[src/rtl/svge_pkg.sv]
// Shared types, codes and coefficient helpers of the state-vector gate engine.
package svge_pkg;

  localparam int CoefW = 19;
  localparam int CoefShift = 16;

  typedef logic signed [CoefW-1:0] coef_t;

  localparam coef_t COEF_ONE = 19'sd65536;
  localparam coef_t COEF_MONE = -19'sd65536;
  // 1/sqrt(2) in Q2.16, rounded to nearest.
  localparam coef_t COEF_K = 19'sd46341;
  localparam coef_t COEF_MK = -19'sd46341;
  localparam coef_t COEF_ZERO = 19'sd0;

  localparam logic [1:0] OP_WRITE = 2'd0;
  localparam logic [1:0] OP_READ = 2'd1;
  localparam logic [1:0] OP_GATE = 2'd2;

  localparam logic [3:0] GK_X = 4'd0;
  localparam logic [3:0] GK_Y = 4'd1;
  localparam logic [3:0] GK_Z = 4'd2;
  localparam logic [3:0] GK_H = 4'd3;
  localparam logic [3:0] GK_S = 4'd4;
  localparam logic [3:0] GK_SDG = 4'd5;
  localparam logic [3:0] GK_T = 4'd6;
  localparam logic [3:0] GK_TDG = 4'd7;
  localparam logic [3:0] GK_CNOT = 4'd8;
  localparam logic [3:0] GK_RX = 4'd9;
  localparam logic [3:0] GK_RY = 4'd10;
  localparam logic [3:0] GK_RZ = 4'd11;

  // Operand selectors of the pair (a, b).
  localparam logic [1:0] SEL_AR = 2'd0;
  localparam logic [1:0] SEL_AI = 2'd1;
  localparam logic [1:0] SEL_BR = 2'd2;
  localparam logic [1:0] SEL_BI = 2'd3;

  typedef enum logic [2:0] {
    CMD_WRITE,
    CMD_READ,
    CMD_GATE,
    CMD_NONE,
    CMD_FAIL
  } cmd_t;

  // One result part is coef1*operand1 + coef2*operand2, rounded and saturated.
  typedef struct packed {
    logic [1:0] sel1;
    coef_t      coef1;
    logic [1:0] sel2;
    coef_t      coef2;
  } term_t;

  // Index 0 a.re, 1 a.im, 2 b.re, 3 b.im.
  typedef term_t [3:0] terms_t;

  typedef struct packed {
    cmd_t       cmd;
    logic [3:0] tgt;
    logic [3:0] ctl;
    logic       cnot;
    logic [4:0] nq;
  } ctrl_t;

  function automatic term_t mk_term(logic [1:0] s1, coef_t c1, logic [1:0] s2, coef_t c2);
    term_t t;
    t.sel1 = s1;
    t.coef1 = c1;
    t.sel2 = s2;
    t.coef2 = c2;
    return t;
  endfunction

  function automatic terms_t ident_terms();
    terms_t t;
    t[0] = mk_term(SEL_AR, COEF_ONE, SEL_AI, COEF_ZERO);
    t[1] = mk_term(SEL_AI, COEF_ONE, SEL_AR, COEF_ZERO);
    t[2] = mk_term(SEL_BR, COEF_ONE, SEL_BI, COEF_ZERO);
    t[3] = mk_term(SEL_BI, COEF_ONE, SEL_BR, COEF_ZERO);
    return t;
  endfunction

endpackage

[src/rtl/svge_front.sv]
// Front end: accepts items, checks qubit indexes, builds gate coefficients, queues commands.
module svge_front
  import svge_pkg::*;
#(
  parameter int MAX_QUBITS = 10,
  parameter int AMP_WIDTH = 18
) (
  input  logic                        clk,
  input  logic                        rst,
  input  logic [3:0]                  active_qubits,
  input  logic                        in_valid,
  output logic                        in_ready,
  input  logic [1:0]                  operation,
  input  logic [3:0]                  gate_kind,
  input  logic [MAX_QUBITS-1:0]       amp_index,
  input  logic signed [AMP_WIDTH-1:0] write_re,
  input  logic signed [AMP_WIDTH-1:0] write_im,
  input  logic [3:0]                  target_qubit,
  input  logic [3:0]                  control_qubit,
  input  logic signed [17:0]          cos_half,
  input  logic signed [17:0]          sin_half,
  output logic                        q_valid,
  input  logic                        q_pop,
  output ctrl_t                       q_ctrl,
  output terms_t                      q_terms,
  output logic [MAX_QUBITS-1:0]       q_idx,
  output logic signed [AMP_WIDTH-1:0] q_wre,
  output logic signed [AMP_WIDTH-1:0] q_wim
);

  localparam int EntW = $bits(ctrl_t) + $bits(terms_t) + MAX_QUBITS + 2 * AMP_WIDTH;

  ctrl_t ctrl;
  terms_t terms;
  logic [4:0] nq;
  logic bad;
  coef_t c, s, ns;

  logic [EntW-1:0] fifo [2];
  logic wptr, rptr;
  logic [1:0] count;
  logic push;

  always_comb begin
    if (active_qubits == 4'd0) begin
      nq = 5'd1;
    end else if ({1'b0, active_qubits} > 5'(MAX_QUBITS)) begin
      nq = 5'(MAX_QUBITS);
    end else begin
      nq = {1'b0, active_qubits};
    end
    bad = ({1'b0, target_qubit} >= nq) ||
          ((gate_kind == GK_CNOT) &&
           (({1'b0, control_qubit} >= nq) || (control_qubit == target_qubit)));

    ctrl.tgt = target_qubit;
    ctrl.ctl = control_qubit;
    ctrl.cnot = (gate_kind == GK_CNOT);
    ctrl.nq = nq;
    unique case (operation)
      OP_WRITE: ctrl.cmd = CMD_WRITE;
      OP_READ:  ctrl.cmd = CMD_READ;
      OP_GATE: begin
        if (gate_kind > GK_RZ) begin
          ctrl.cmd = CMD_NONE;
        end else if (bad) begin
          ctrl.cmd = CMD_FAIL;
        end else begin
          ctrl.cmd = CMD_GATE;
        end
      end
      default:  ctrl.cmd = CMD_NONE;
    endcase
  end

  always_comb begin
    c = coef_t'(cos_half);
    s = coef_t'(sin_half);
    ns = -s;
    terms = ident_terms();
    unique case (gate_kind)
      GK_X, GK_CNOT: begin
        terms[0] = mk_term(SEL_BR, COEF_ONE, SEL_BI, COEF_ZERO);
        terms[1] = mk_term(SEL_BI, COEF_ONE, SEL_BR, COEF_ZERO);
        terms[2] = mk_term(SEL_AR, COEF_ONE, SEL_AI, COEF_ZERO);
        terms[3] = mk_term(SEL_AI, COEF_ONE, SEL_AR, COEF_ZERO);
      end
      GK_Y: begin
        terms[0] = mk_term(SEL_BI, COEF_ONE, SEL_BR, COEF_ZERO);
        terms[1] = mk_term(SEL_BR, COEF_MONE, SEL_BI, COEF_ZERO);
        terms[2] = mk_term(SEL_AI, COEF_MONE, SEL_AR, COEF_ZERO);
        terms[3] = mk_term(SEL_AR, COEF_ONE, SEL_AI, COEF_ZERO);
      end
      GK_Z: begin
        terms[2] = mk_term(SEL_BR, COEF_MONE, SEL_BI, COEF_ZERO);
        terms[3] = mk_term(SEL_BI, COEF_MONE, SEL_BR, COEF_ZERO);
      end
      GK_H: begin
        terms[0] = mk_term(SEL_AR, COEF_K, SEL_BR, COEF_K);
        terms[1] = mk_term(SEL_AI, COEF_K, SEL_BI, COEF_K);
        terms[2] = mk_term(SEL_AR, COEF_K, SEL_BR, COEF_MK);
        terms[3] = mk_term(SEL_AI, COEF_K, SEL_BI, COEF_MK);
      end
      GK_S: begin
        terms[2] = mk_term(SEL_BI, COEF_MONE, SEL_BR, COEF_ZERO);
        terms[3] = mk_term(SEL_BR, COEF_ONE, SEL_BI, COEF_ZERO);
      end
      GK_SDG: begin
        terms[2] = mk_term(SEL_BI, COEF_ONE, SEL_BR, COEF_ZERO);
        terms[3] = mk_term(SEL_BR, COEF_MONE, SEL_BI, COEF_ZERO);
      end
      GK_T: begin
        terms[2] = mk_term(SEL_BR, COEF_K, SEL_BI, COEF_MK);
        terms[3] = mk_term(SEL_BR, COEF_K, SEL_BI, COEF_K);
      end
      GK_TDG: begin
        terms[2] = mk_term(SEL_BR, COEF_K, SEL_BI, COEF_K);
        terms[3] = mk_term(SEL_BR, COEF_MK, SEL_BI, COEF_K);
      end
      GK_RX: begin
        terms[0] = mk_term(SEL_AR, c, SEL_BI, s);
        terms[1] = mk_term(SEL_AI, c, SEL_BR, ns);
        terms[2] = mk_term(SEL_AI, s, SEL_BR, c);
        terms[3] = mk_term(SEL_BI, c, SEL_AR, ns);
      end
      GK_RY: begin
        terms[0] = mk_term(SEL_AR, c, SEL_BR, ns);
        terms[1] = mk_term(SEL_AI, c, SEL_BI, ns);
        terms[2] = mk_term(SEL_AR, s, SEL_BR, c);
        terms[3] = mk_term(SEL_AI, s, SEL_BI, c);
      end
      GK_RZ: begin
        terms[0] = mk_term(SEL_AR, c, SEL_AI, s);
        terms[1] = mk_term(SEL_AI, c, SEL_AR, ns);
        terms[2] = mk_term(SEL_BR, c, SEL_BI, ns);
        terms[3] = mk_term(SEL_BI, c, SEL_BR, s);
      end
      default: terms = ident_terms();
    endcase
  end

  assign in_ready = (count != 2'd2);
  assign push = in_valid && in_ready;
  assign q_valid = (count != 2'd0);
  assign {q_ctrl, q_terms, q_idx, q_wre, q_wim} = fifo[rptr];

  always_ff @(posedge clk) begin
    if (push) begin
      fifo[wptr] <= {ctrl, terms, amp_index, write_re, write_im};
    end
  end

  always_ff @(posedge clk) begin
    if (rst) begin
      wptr <= 1'b0;
      rptr <= 1'b0;
      count <= 2'd0;
    end else begin
      if (push) begin
        wptr <= ~wptr;
      end
      if (q_pop) begin
        rptr <= ~rptr;
      end
      count <= count + 2'(push) - 2'(q_pop);
    end
  end

endmodule

[config.mk]
export PLATFORM = sky130hd
export DESIGN_NAME = svge_front
export DESIGN_NICKNAME = d
export VERILOG_FILES = /design/src/rtl/svge_pkg.sv /design/src/rtl/svge_front.sv
export SDC_FILE = /design/constraint.sdc
export NUM_CORES = 1
export LEC_CHECK = 0
export BUFFER_PORTS_ARGS = -buffer_cell sky130_fd_sc_hd__buf_2
export CAP_MARGIN = 20
export CORE_AREA = 10 10 224 226
export DETAILED_ROUTE_END_ITERATION = 8
export DIE_AREA = 0 0 234 236
export PLACE_DENSITY_LB_ADDON = 0.08
export RECOVER_POWER = 25
export SLEW_MARGIN = 25
export SYNTH_ARGS = -nofsm -noshare
export SYNTH_HDL_FRONTEND = slang
export SYNTH_SLANG_ARGS = --single-unit
[constraint.sdc]
create_clock -name clk -period 11.7 [get_ports clk]
set_input_delay 0 -clock clk [delete_from_list [all_inputs] [get_ports clk]]
set_output_delay 0 -clock clk [all_outputs]
set_load 0.01 [all_outputs]
==> Word-level counts from Yosys, hierarchy flattened <==
Memory sizes are Yosys's and may differ from the RTL's. A register that Yosys moved wholly into a read port is not among the register bits.
Cells that the tools add are included.
{ "totals": {"regBits": 4, "mem_bits_rw": 460, "in_bits": 104, "output_inout_bits": 233, "elab_cells": 48, "n_memories": 1} }
{ "op_classes": {"n_addsub": 3, "order_cmp": 4, "eq_ne": 15, "n_mux": 11, "bitwise_logic": 2, "n_reduce_logical": 9} }
{ "memory_table": {"columns": ["memory", "words", "width", "rd", "rd_clocked_by_memory_dff", "wr", "line_no", "source"], "rows": [
  ["fifo", 2, 230, 1, 1, 1, "svge_front.sv:39", "logic [EntW-1:0] fifo [2];"]
]} }
{ "ops": {"columns": ["op", "n"], "rows": [
  ["$pmux 84 s11", 1],
  ["$pmux 84 s6", 1],
  ["$neg 18->19", 1],
  ["$eq 4x3->1 const B", 4],
  ["$eq 4x4->1 const B", 4],
  ["$ge 4x5->1", 2],
  ["$pmux 3 s3", 1],
  ["$eq 4x2->1 const B", 2],
  ["$gt 4x4->1 const B", 2],
  ["$logic_not 4->1", 2],
  ["$mux 4", 2],
  ["$mux 3", 2],
  ["$eq 4x1->1 const B", 1],
  ["$eq 4x4->1", 1],
  ["$mux 1", 4],
  ["$add 2x1->2", 1],
  ["$eq 2x1->1 const B", 1],
  ["$eq 2x2->1 const B", 1],
  ["$logic_and 1x1->1", 2],
  ["$logic_not 2->1", 1],
  ["$logic_or 1x1->1", 2],
  ["$ne 2x2->1 const B", 1],
  ["$not 1->1", 2],
  ["$reduce_bool 2->1", 1],
  ["2 further kinds", 2]
]} }

==> Longest topological paths before layout <==
Gate-level depths: netlist of run 1.
{ "logic_depth": {"word_depth": 10, "ltp_mapped": 8} }

==> Least setup slack after synthesis of run 1 <==
No wires, ideal clock.
{ "synth_path": {"kind": "register to register", "startpoint": "reg count[0]", "endpoint": "mem fifo[0][0] (netlist name) (enable)", "setup_ns": 0.776, "t_arrival_ns": 9.169, "required_time_ns": 10.924, "slack_ns": 1.755, "path_stages_with_launch": 4, "n_path_buf": 0, "path_cell_list": "dfxtp_1 > nand2b_1 > nand2_1 > nor2_1"} }
{ "synth_via": {"elab_chain_len": 4} }
{ "synth_lines": {"columns": ["element", "line_no", "source"], "rows": [
  ["from (decl)", "svge_front.sv:41", "logic [1:0] count;"],
  ["from (signal assigned)", "svge_front.sv:165", "count <= count + 2'(push) - 2'(q_pop);"],
  ["$ne 2x2->1", "svge_front.sv:142", "assign in_ready = (count != 2'd2);"],
  ["net in_ready", "svge_front.sv:12", "output logic in_ready,"],
  ["$logic_and 1x1->1", "svge_front.sv:143", "assign push = in_valid && in_ready;"],
  ["$mux 1", "svge_front.sv:148", "if (push) begin"],
  ["$mux 1 (not written as such)", "svge_front.sv:149", "fifo[wptr] <= {ctrl, terms, amp_index, write_re, write_im};"],
  ["to (decl)", "svge_front.sv:39", null]
]} }
The timed path passes the listed nets, and every way through them passes these cells.

==> Worst setup path after layout of run 1 <==
{ "layout_path": {"startpoint": "reg count[0]", "endpoint": "mem fifo[0][142] (netlist name) (enable)"} }
{ "layout_via": {"elab_chain_len": 4} }
{ "layout_lines": {"columns": ["element", "line_no"], "rows": [
  ["$ne 2x2->1", "svge_front.sv:142"],
  ["$logic_and 1x1->1", "svge_front.sv:143"],
  ["$mux 1", "svge_front.sv:148"],
  ["$mux 1 (not written as such)", "svge_front.sv:149"]
]} }
No other way between the ends.

==> impl_metrics.csv, run 1 <==
group,metric,value,unit
floorplan,num_rows,79,
placement,place.gp.congestion,0.8567,
layout,finalInstanceArea,22560,sq um
global_routing,antenna_found_initial,4,
power_and_ir_drop,p_leak,8.276,nW
sta,slew_violations,107,
run_status,status,"complete, but fails checks",
layout,fin_util,0.4918,
drt,dr.pass1.iters,5,
sta,fin_skew,0.02378,ns
logic_synthesis,ys_seq_area_frac,0.6917,
sta,setup_violations,0,
sta,fin_crit_sh,0.3952,
run_status,violations,"max-capacitance violations, max-slew violations",
job,cap_violations,2,
layout,seqCellArea,12480,sq um
floorplan,core_region_area,45860,sq um
setup_path,slowest_delay,2.66,ns
layout,multi_input_area,5002,sq um
logic_synthesis,ys_seq_elements,417,
logic_synthesis,synth_area_per_cell,15.31,sq um
drt,drc,0,
layout,drive_gt1_frac,0.3713,
power_and_ir_drop,p_int,0.003088,W
clock_tree,clockBufferDepth,3,
global_routing,grt_usage,0.1926,
layout,instances_no_fill,2218,
sta,worstMarginPinSlew,3.828,ns
global_routing,use_met1,0.2508,
layout,final_common_cell,"edfxtp_1",
sta,hold_ws,0.1326,ns
placement,placed_cells,2027,
logic_synthesis,synth-async-reset-ratio,0,
sta,fmax,216.3,MHz
hold_path,hold_path.class,"in2reg",
drt,wl_per_cell,24.68,um
setup_path,cp_cell_sequence,"nand2b_1 -> nand2_1 -> nor2_4 -> clkbuf_1 -> buf_12",
setup_path,startpoint_type,"flip-flop",
logic_synthesis,synth_edf_count,412,
power_and_ir_drop,switching_share,0.2741,
global_routing,first_global_vias,11500,
drt,routed_via_density,5.217,
setup_path,arrival,4.81,ns
drt,postRouteAntennaNets,0,
global_routing,use_met2,0.3167,
drt,routed_wl,54.75,mm
global_routing,grt_max_degree,150,
clock_tree,clockRootBuffer,"clkbuf_16",
floorplan,die_height,236,um
floorplan,floorplan.initialDensity,0.3931,
power_and_ir_drop,p_seq_frac,0.468,
global_routing,overflow,0,
clock_tree,cts_tree,"built",
logic_synthesis,synth_warnings,0,
logic_synthesis,syn_inst,1178,
drt,vias,11570,
layout,nets,1686,
global_routing,grt_pass1_wl,78.96,mm
placement,port-buffer-count,335,
layout,syn2layout_area_growth,25.10,%
clock_tree,h-tree-depth,2,
sta,hold_viol,0,
setup_path,criticalPathCategory,"reg2reg",
sta,rsz0062_at_grt,"no",
placement,dp_hpwl,37.52,mm
global_routing,use_met3,0.04693,
sta,min_period,4.624,ns
clock_tree,clock-sinks,417,
clock_tree,clk_latency,0.58,ns
global_routing,grt-busiest-layer,"met2",
sta,maxSlewHeadroom,-1.552,
clock_tree,cts.clk_slew.worst_paths,0.06,ns
logic_synthesis,ys_types,56,
layout,num-fill-cells,4061,
clock_tree,post-cts-setup-buffers,0,
clock_tree,numCtsBuffers,47,
floorplan,chipWidth,234,um
setup_path,cp_slowest_cell,"clkbuf_1",
logic_synthesis,netlist_area,18030,sq um
floorplan,fp.dieArea,55220,sq um
power_and_ir_drop,p_comb_frac,0.199,
sta,setup_tns,0,ns
floorplan,io_pins,337,
setup_path,cp-end-kind,"flip-flop",
power_and_ir_drop,power_density,188.6,nW/um^2
drt,drt_iter0_markers,1032,
setup_path,worst-path-buf-inv,2,
setup_path,crit_required,11.89,ns
logic_synthesis,ys.flop_type,"edfxtp_1",
power_and_ir_drop,peakVddDrop,126.4,uV
setup_path,critPathMaxFanout,149,
power_and_ir_drop,p_clk_frac,0.333,
power_and_ir_drop,power.net_switching,0.001166,W
layout,layout_common_cells,"412 x edfxtp_1, 293 x buf_2, 208 x mux2_2",
logic_synthesis,synth_fp_nets,1293,
setup_path,critPathTopFamily,"buffers and inverters",
placement,dpl-instance-area,20100,sq um
## cell usage after synthesis (all sizes together), types with 2 or more instances
cell type / instances / area share
a21o: 4 / 0.0017
a211o: 3 / 0.0015
o22ai: 5 / 0.0017
edfxtp: 412 / 0.69
a221o: 11 / 0.0061
and3: 2 / 0.00069
nor3: 17 / 0.0050
o21ai: 65 / 0.018
mux2: 208 / 0.13
o221ai: 2 / 0.00097
inv: 18 / 0.0037
o31ai: 7 / 0.0029
a31o: 2 / 0.00097
or2: 5 / 0.0017
nand3: 5 / 0.0014
ha: 11 / 0.0076
a22oi: 18 / 0.0075
nor4: 3 / 0.0010
clkbuf: 70 / 0.015
nor2: 52 / 0.011
buf: 35 / 0.013
nand2: 48 / 0.010
o21a: 4 / 0.0017
dfxtp: 5 / 0.0056
o21bai: 2 / 0.00083
and2: 17 / 0.0059
or3: 5 / 0.0020
mux2i: 5 / 0.0028
o211ai: 2 / 0.00083
nand2b: 9 / 0.0031
xnor2: 25 / 0.012
nor2b: 5 / 0.0017
a22o: 18 / 0.0087
xor2: 9 / 0.0044
a21oi: 51 / 0.014
or4: 3 / 0.0017
a31oi: 2 / 0.00069
## through the flow
step | setup WS (ns) | power [W]
detailed placement | 8.720 | 0.002860
finish | 7.076 | 0.004253
CTS | 8.566 | 0.004318
global route | 6.659 | 0.004443
global placement | 8.717 | 0.002854
floorplan | 1.755 | 0.002555
## area by class of cell
cell class / instances / area share
multi-input combinational: 638 / 0.2218
clock buffer: 55 / 0.05530
inverter: 18 / 0.002995
clock inverter: 31 / 0.01076
tap: 607 / 0.03367
antenna: 3 / 0.0003328
sequential: 417 / 0.5531
timing repair buffer: 449 / 0.1221
## flip-flops by register name, indices dropped and copies added, names as in the netlist, named ones only
name and cells:
fifo 412, count 2, rptr 1, wptr 1
## per-layer routing
metal | share of wire | vias to the layer above | wire [um]
li1 | - | 5261 | -
met1 | 0.42 | 5880 | 23010
met2 | 0.50 | 358 | 27120
met3 | 0.066 | 68 | 3609
met4 | 0.018 | 4 | 988
met5 | 0.00042 | - | 23
## kinds of logic (layout without fill, tap and decap cells)
| group | after synthesis | in the layout | synth area share |
|---|---|---|---|
| AND/OR/NAND/NOR | 176 | 176 | 0.04781 |
| flip-flops | 417 | 417 | 0.6917 |
| adder cells (fa/ha/maj) | 12 | 12 | 0.008188 |
| other | 1 | 4 | 0.0002080 |
| XOR/XNOR | 34 | 34 | 0.01652 |
| AO/OA/AOI/OAI | 202 | 202 | 0.07120 |
| multiplexers | 213 | 213 | 0.1327 |
| buffers and inverters | 123 | 553 | 0.03171 |
## power groups by stage
stage	Combinational [W]	Clock (W)	Sequential, W
after floorplan	0.000488	0	0.00207
after global placement	0.000844	0	0.00201
after detailed placement	0.000841	0	0.00202
after CTS	0.000874	0.00145	0.00199
after global routing	0.000914	0.00151	0.00201
final	0.000846	0.00142	0.00199
## worst register-to-register path, cell delays in order (launching register included)
cell,delay (ns)
dfxtp_1,0.34
nand2b_1,0.15
nand2_1,0.14
nor2_4,0.10
clkbuf_1,2.66
buf_12,0.59
## worst paths after layout
check / startpoint / to / slack, ns / depth (start not counted)
worst min-delay path: sin_half[10] / fifo[1][182] / 0.13 / 3
worst min register to register: rptr / rptr / 0.52 / 2
worst max-delay path: count[0] / fifo[0][142] / 7.08 / 5
worst max register to register: count[0] / fifo[0][142] / 7.08 / 5
## repair_timing
action                    4_1_cts  5_1_grt
gates resized for setup         0        0
hold endpoints to repair      257        0
hold buffers                  102        0
(Power assumes the default switching activity.)
==> run 2, diff against run 1 <==
==> constraint.sdc (replaced) <==
create_clock -name clk -period 3.8 [get_ports clk]
set_input_delay 0 -clock clk [delete_from_list [all_inputs] [get_ports clk]]
set_output_delay 0 -clock clk [all_outputs]
set_load 0.01 [all_outputs]
==> run 2 against run 1 <==
  * The flow now finishes without violations
  * Clock power increased to 3.0 times the previous value
  * Critical path depth increased by 2
  * Sequential power increased to 3.1 times the previous value
  * Routed wire length increased by 0.11%
  * Worst hold slack got worse by 0.11 ns
  * Count of clock-buffer cells in the layout decreased by 2
  * Sequential share of layout area decreased by 0.13 points
  * Combinational power increased to 3.2 times the previous value
  * Core utilization increased by 0.11 points
==> impl_metrics.csv, run 2 (synthesis results as in run 1) <==
group,metric,value,unit
layout,final_common_cell,"edfxtp_1",
clock_tree,clock-sinks,417,
sta,hold_viol,0,
clock_tree,clockBufferDepth,3,
drt,routed_via_density,5.231,
hold_path,hold_path.class,"in2reg",
clock_tree,numCtsBuffers,45,
drt,drt_iter0_markers,1011,
placement,dp_hpwl,38.18,mm
hold_path,whs_path_depth,3,
sta,fmax,341.4,MHz
job,cap_violations,0,
drt,met2WireLength,26.94,mm
drt,routed_wl,54.80,mm
global_routing,grt_pass1_wl,79.11,mm
hold_path,worstHoldStart,"cos_half[10]",
setup_path,arrival,3.27,ns
drt,dr.pass1.iters,5,
layout,nets,1692,
setup_path,worstRegToRegCells,4,
power_and_ir_drop,p_leak,8.321,nW
drt,maxUsedRoutingLayer,"met5",
setup_path,cp-end-kind,"flip-flop",
drt,dr_wl_met3,3.764,mm
setup_path,criticalPathCategory,"in2reg",
hold_path,hold_end,"fifo[1][140]",
sta,hold_ws,0.02399,ns
drt,postRouteAntennaNets,0,
layout,regMostFlops,"fifo",
floorplan,core_region_area,45860,sq um
sta,maxSlewHeadroom,0.06259,
setup_path,crit_required,4.14,ns
placement,dpl-instance-area,20260,sq um
drt,wl_met1,22.66,mm
power_and_ir_drop,power_density,578.4,nW/um^2
sta,fin_crit_sh,0.7707,
setup_path,startpoint_type,"input port",
sta,fin_skew,0.02630,ns
global_routing,grt_usage,0.1933,
layout,syn2layout_area_growth,25.39,%
setup_path,critPathMaxFanout,37,
layout,largest_reg_flops,412,
floorplan,die_height,236,um
drt,drc,0,
power_and_ir_drop,finalPower,0.01308,W
clock_tree,post-cts-setup-buffers,0,
placement,port-buffer-count,335,
sta,rsz0062_at_grt,"no",
power_and_ir_drop,peakVddDrop,352.3,uV
setup_path,reg2reg_from,"count[0]",
placement,place.gp.congestion,0.8731,
floorplan,chipWidth,234,um
clock_tree,cts.clk_slew.worst_paths,0.06,ns
sta,min_period,2.929,ns
floorplan,fp.dieArea,55220,sq um
layout,layout_common_cells,"412 x edfxtp_1, 289 x buf_2, 208 x mux2_2",
setup_path,r2r_slack,1.23,ns
clock_tree,h-tree-depth,2,
layout,finalInstanceArea,22610,sq um
global_routing,antenna_found_initial,6,
global_routing,first_global_vias,11640,
layout,instances_no_fill,2216,
clock_tree,clockRootBuffer,"clkbuf_16",
layout,drive_gt1_frac,0.3715,
placement,placed_cells,2038,
setup_path,rr_endpoint,"fifo[0][85]",
sta,setup_violations,0,
clock_tree,clk_latency,0.58,ns
drt,vias,11590,
clock_tree,cts_tree,"built",
run_status,status,"finished, final reports clean",
layout,largestRegisters,"fifo (412), count (2)",
drt,wl_per_cell,24.73,um
global_routing,grt_max_degree,108,
layout,fin_util,0.4930,
floorplan,num_rows,79,
floorplan,io_pins,337,
floorplan,floorplan.initialDensity,0.3931,
global_routing,overflow,0,
sta,slew_violations,0,
sta,worstMarginPinSlew,1.406,ns
[run 2: cell types whose count changed in the layout (fill, tap and decap cells not counted), moves of 3 or more]
cell,before,now
and2_1,4,16
buf_4,6,14
buf_12,2,7
clkinv_1,11,8
and2_0,13,1
clkbuf_1,49,53
dlygate4sd3_1,102,99
buf_2,293,289
clkinvlp_4,3,0
[run 2: cell type report]
type                       count  area (sq um)
antenna                        2         5.005
clock buffer                  53          1199
clock inverter                24         239.0
fill                        4048         23250
inverter                      18         67.56
multi-input combinational    638          5000
sequential                   417         12480
tap                          607         759.5
timing repair buffer         457          2864
[run 2: worst max-delay path by stage]
stage | from | endpoint | depth (start not counted)
final | gate_kind[2] | fifo[0][144] | 7
after global routing | gate_kind[2] | fifo[1][140] | 7
after CTS | gate_kind[2] | fifo[0][152] | 8
after detailed placement | gate_kind[0] | fifo[0][103] | 5
after global placement | sin_half[5] | fifo[0][144] | 6
after floorplan | count[0] | fifo[0][0] | 3
[run 2: power by group]
part	switching (W)	leakage (nW)	internal, W
Sequential	0.000145	3.94	0.00593
Clock	0.00176	0.713	0.00257
Combinational	0.00164	3.67	0.00103
[run 2: per-layer routing]
layer	vias up	GRT usage
met3	94	0.04573
met1	5799	0.2500
met4	4	0.06022
met5	-	0
li1	5280	-
met2	414	0.3144
[run 2: what timing repair did]
item / 4_1_cts / 5_1_grt
endpoints found under the hold margin: 254 / 0
gates resized for setup: 0 / 0
endpoints found under the setup margin: 0 / 0
hold buffers: 99 / 0
[run 2: per-stage QoR]
step | setup slack, ns | setup TNS (ns)
5_1_grt | 0.6649 | 0
3_3_place_gp | 1.301 | 0
6_report | 0.8713 | 0
2_1_floorplan | -0.1914 | -39.43
4_1_cts | 1.279 | 0
3_5_place_dp | 1.216 | 0
[run 2: worst max-delay path: stages]
cell and delay [ns]:
dlygate4sd3_1 0.55, buf_2 0.25, clkbuf_1 1.06, nor2b_1 0.53
nand2_1 0.36, o21a_1 0.20, a31oi_1 0.31
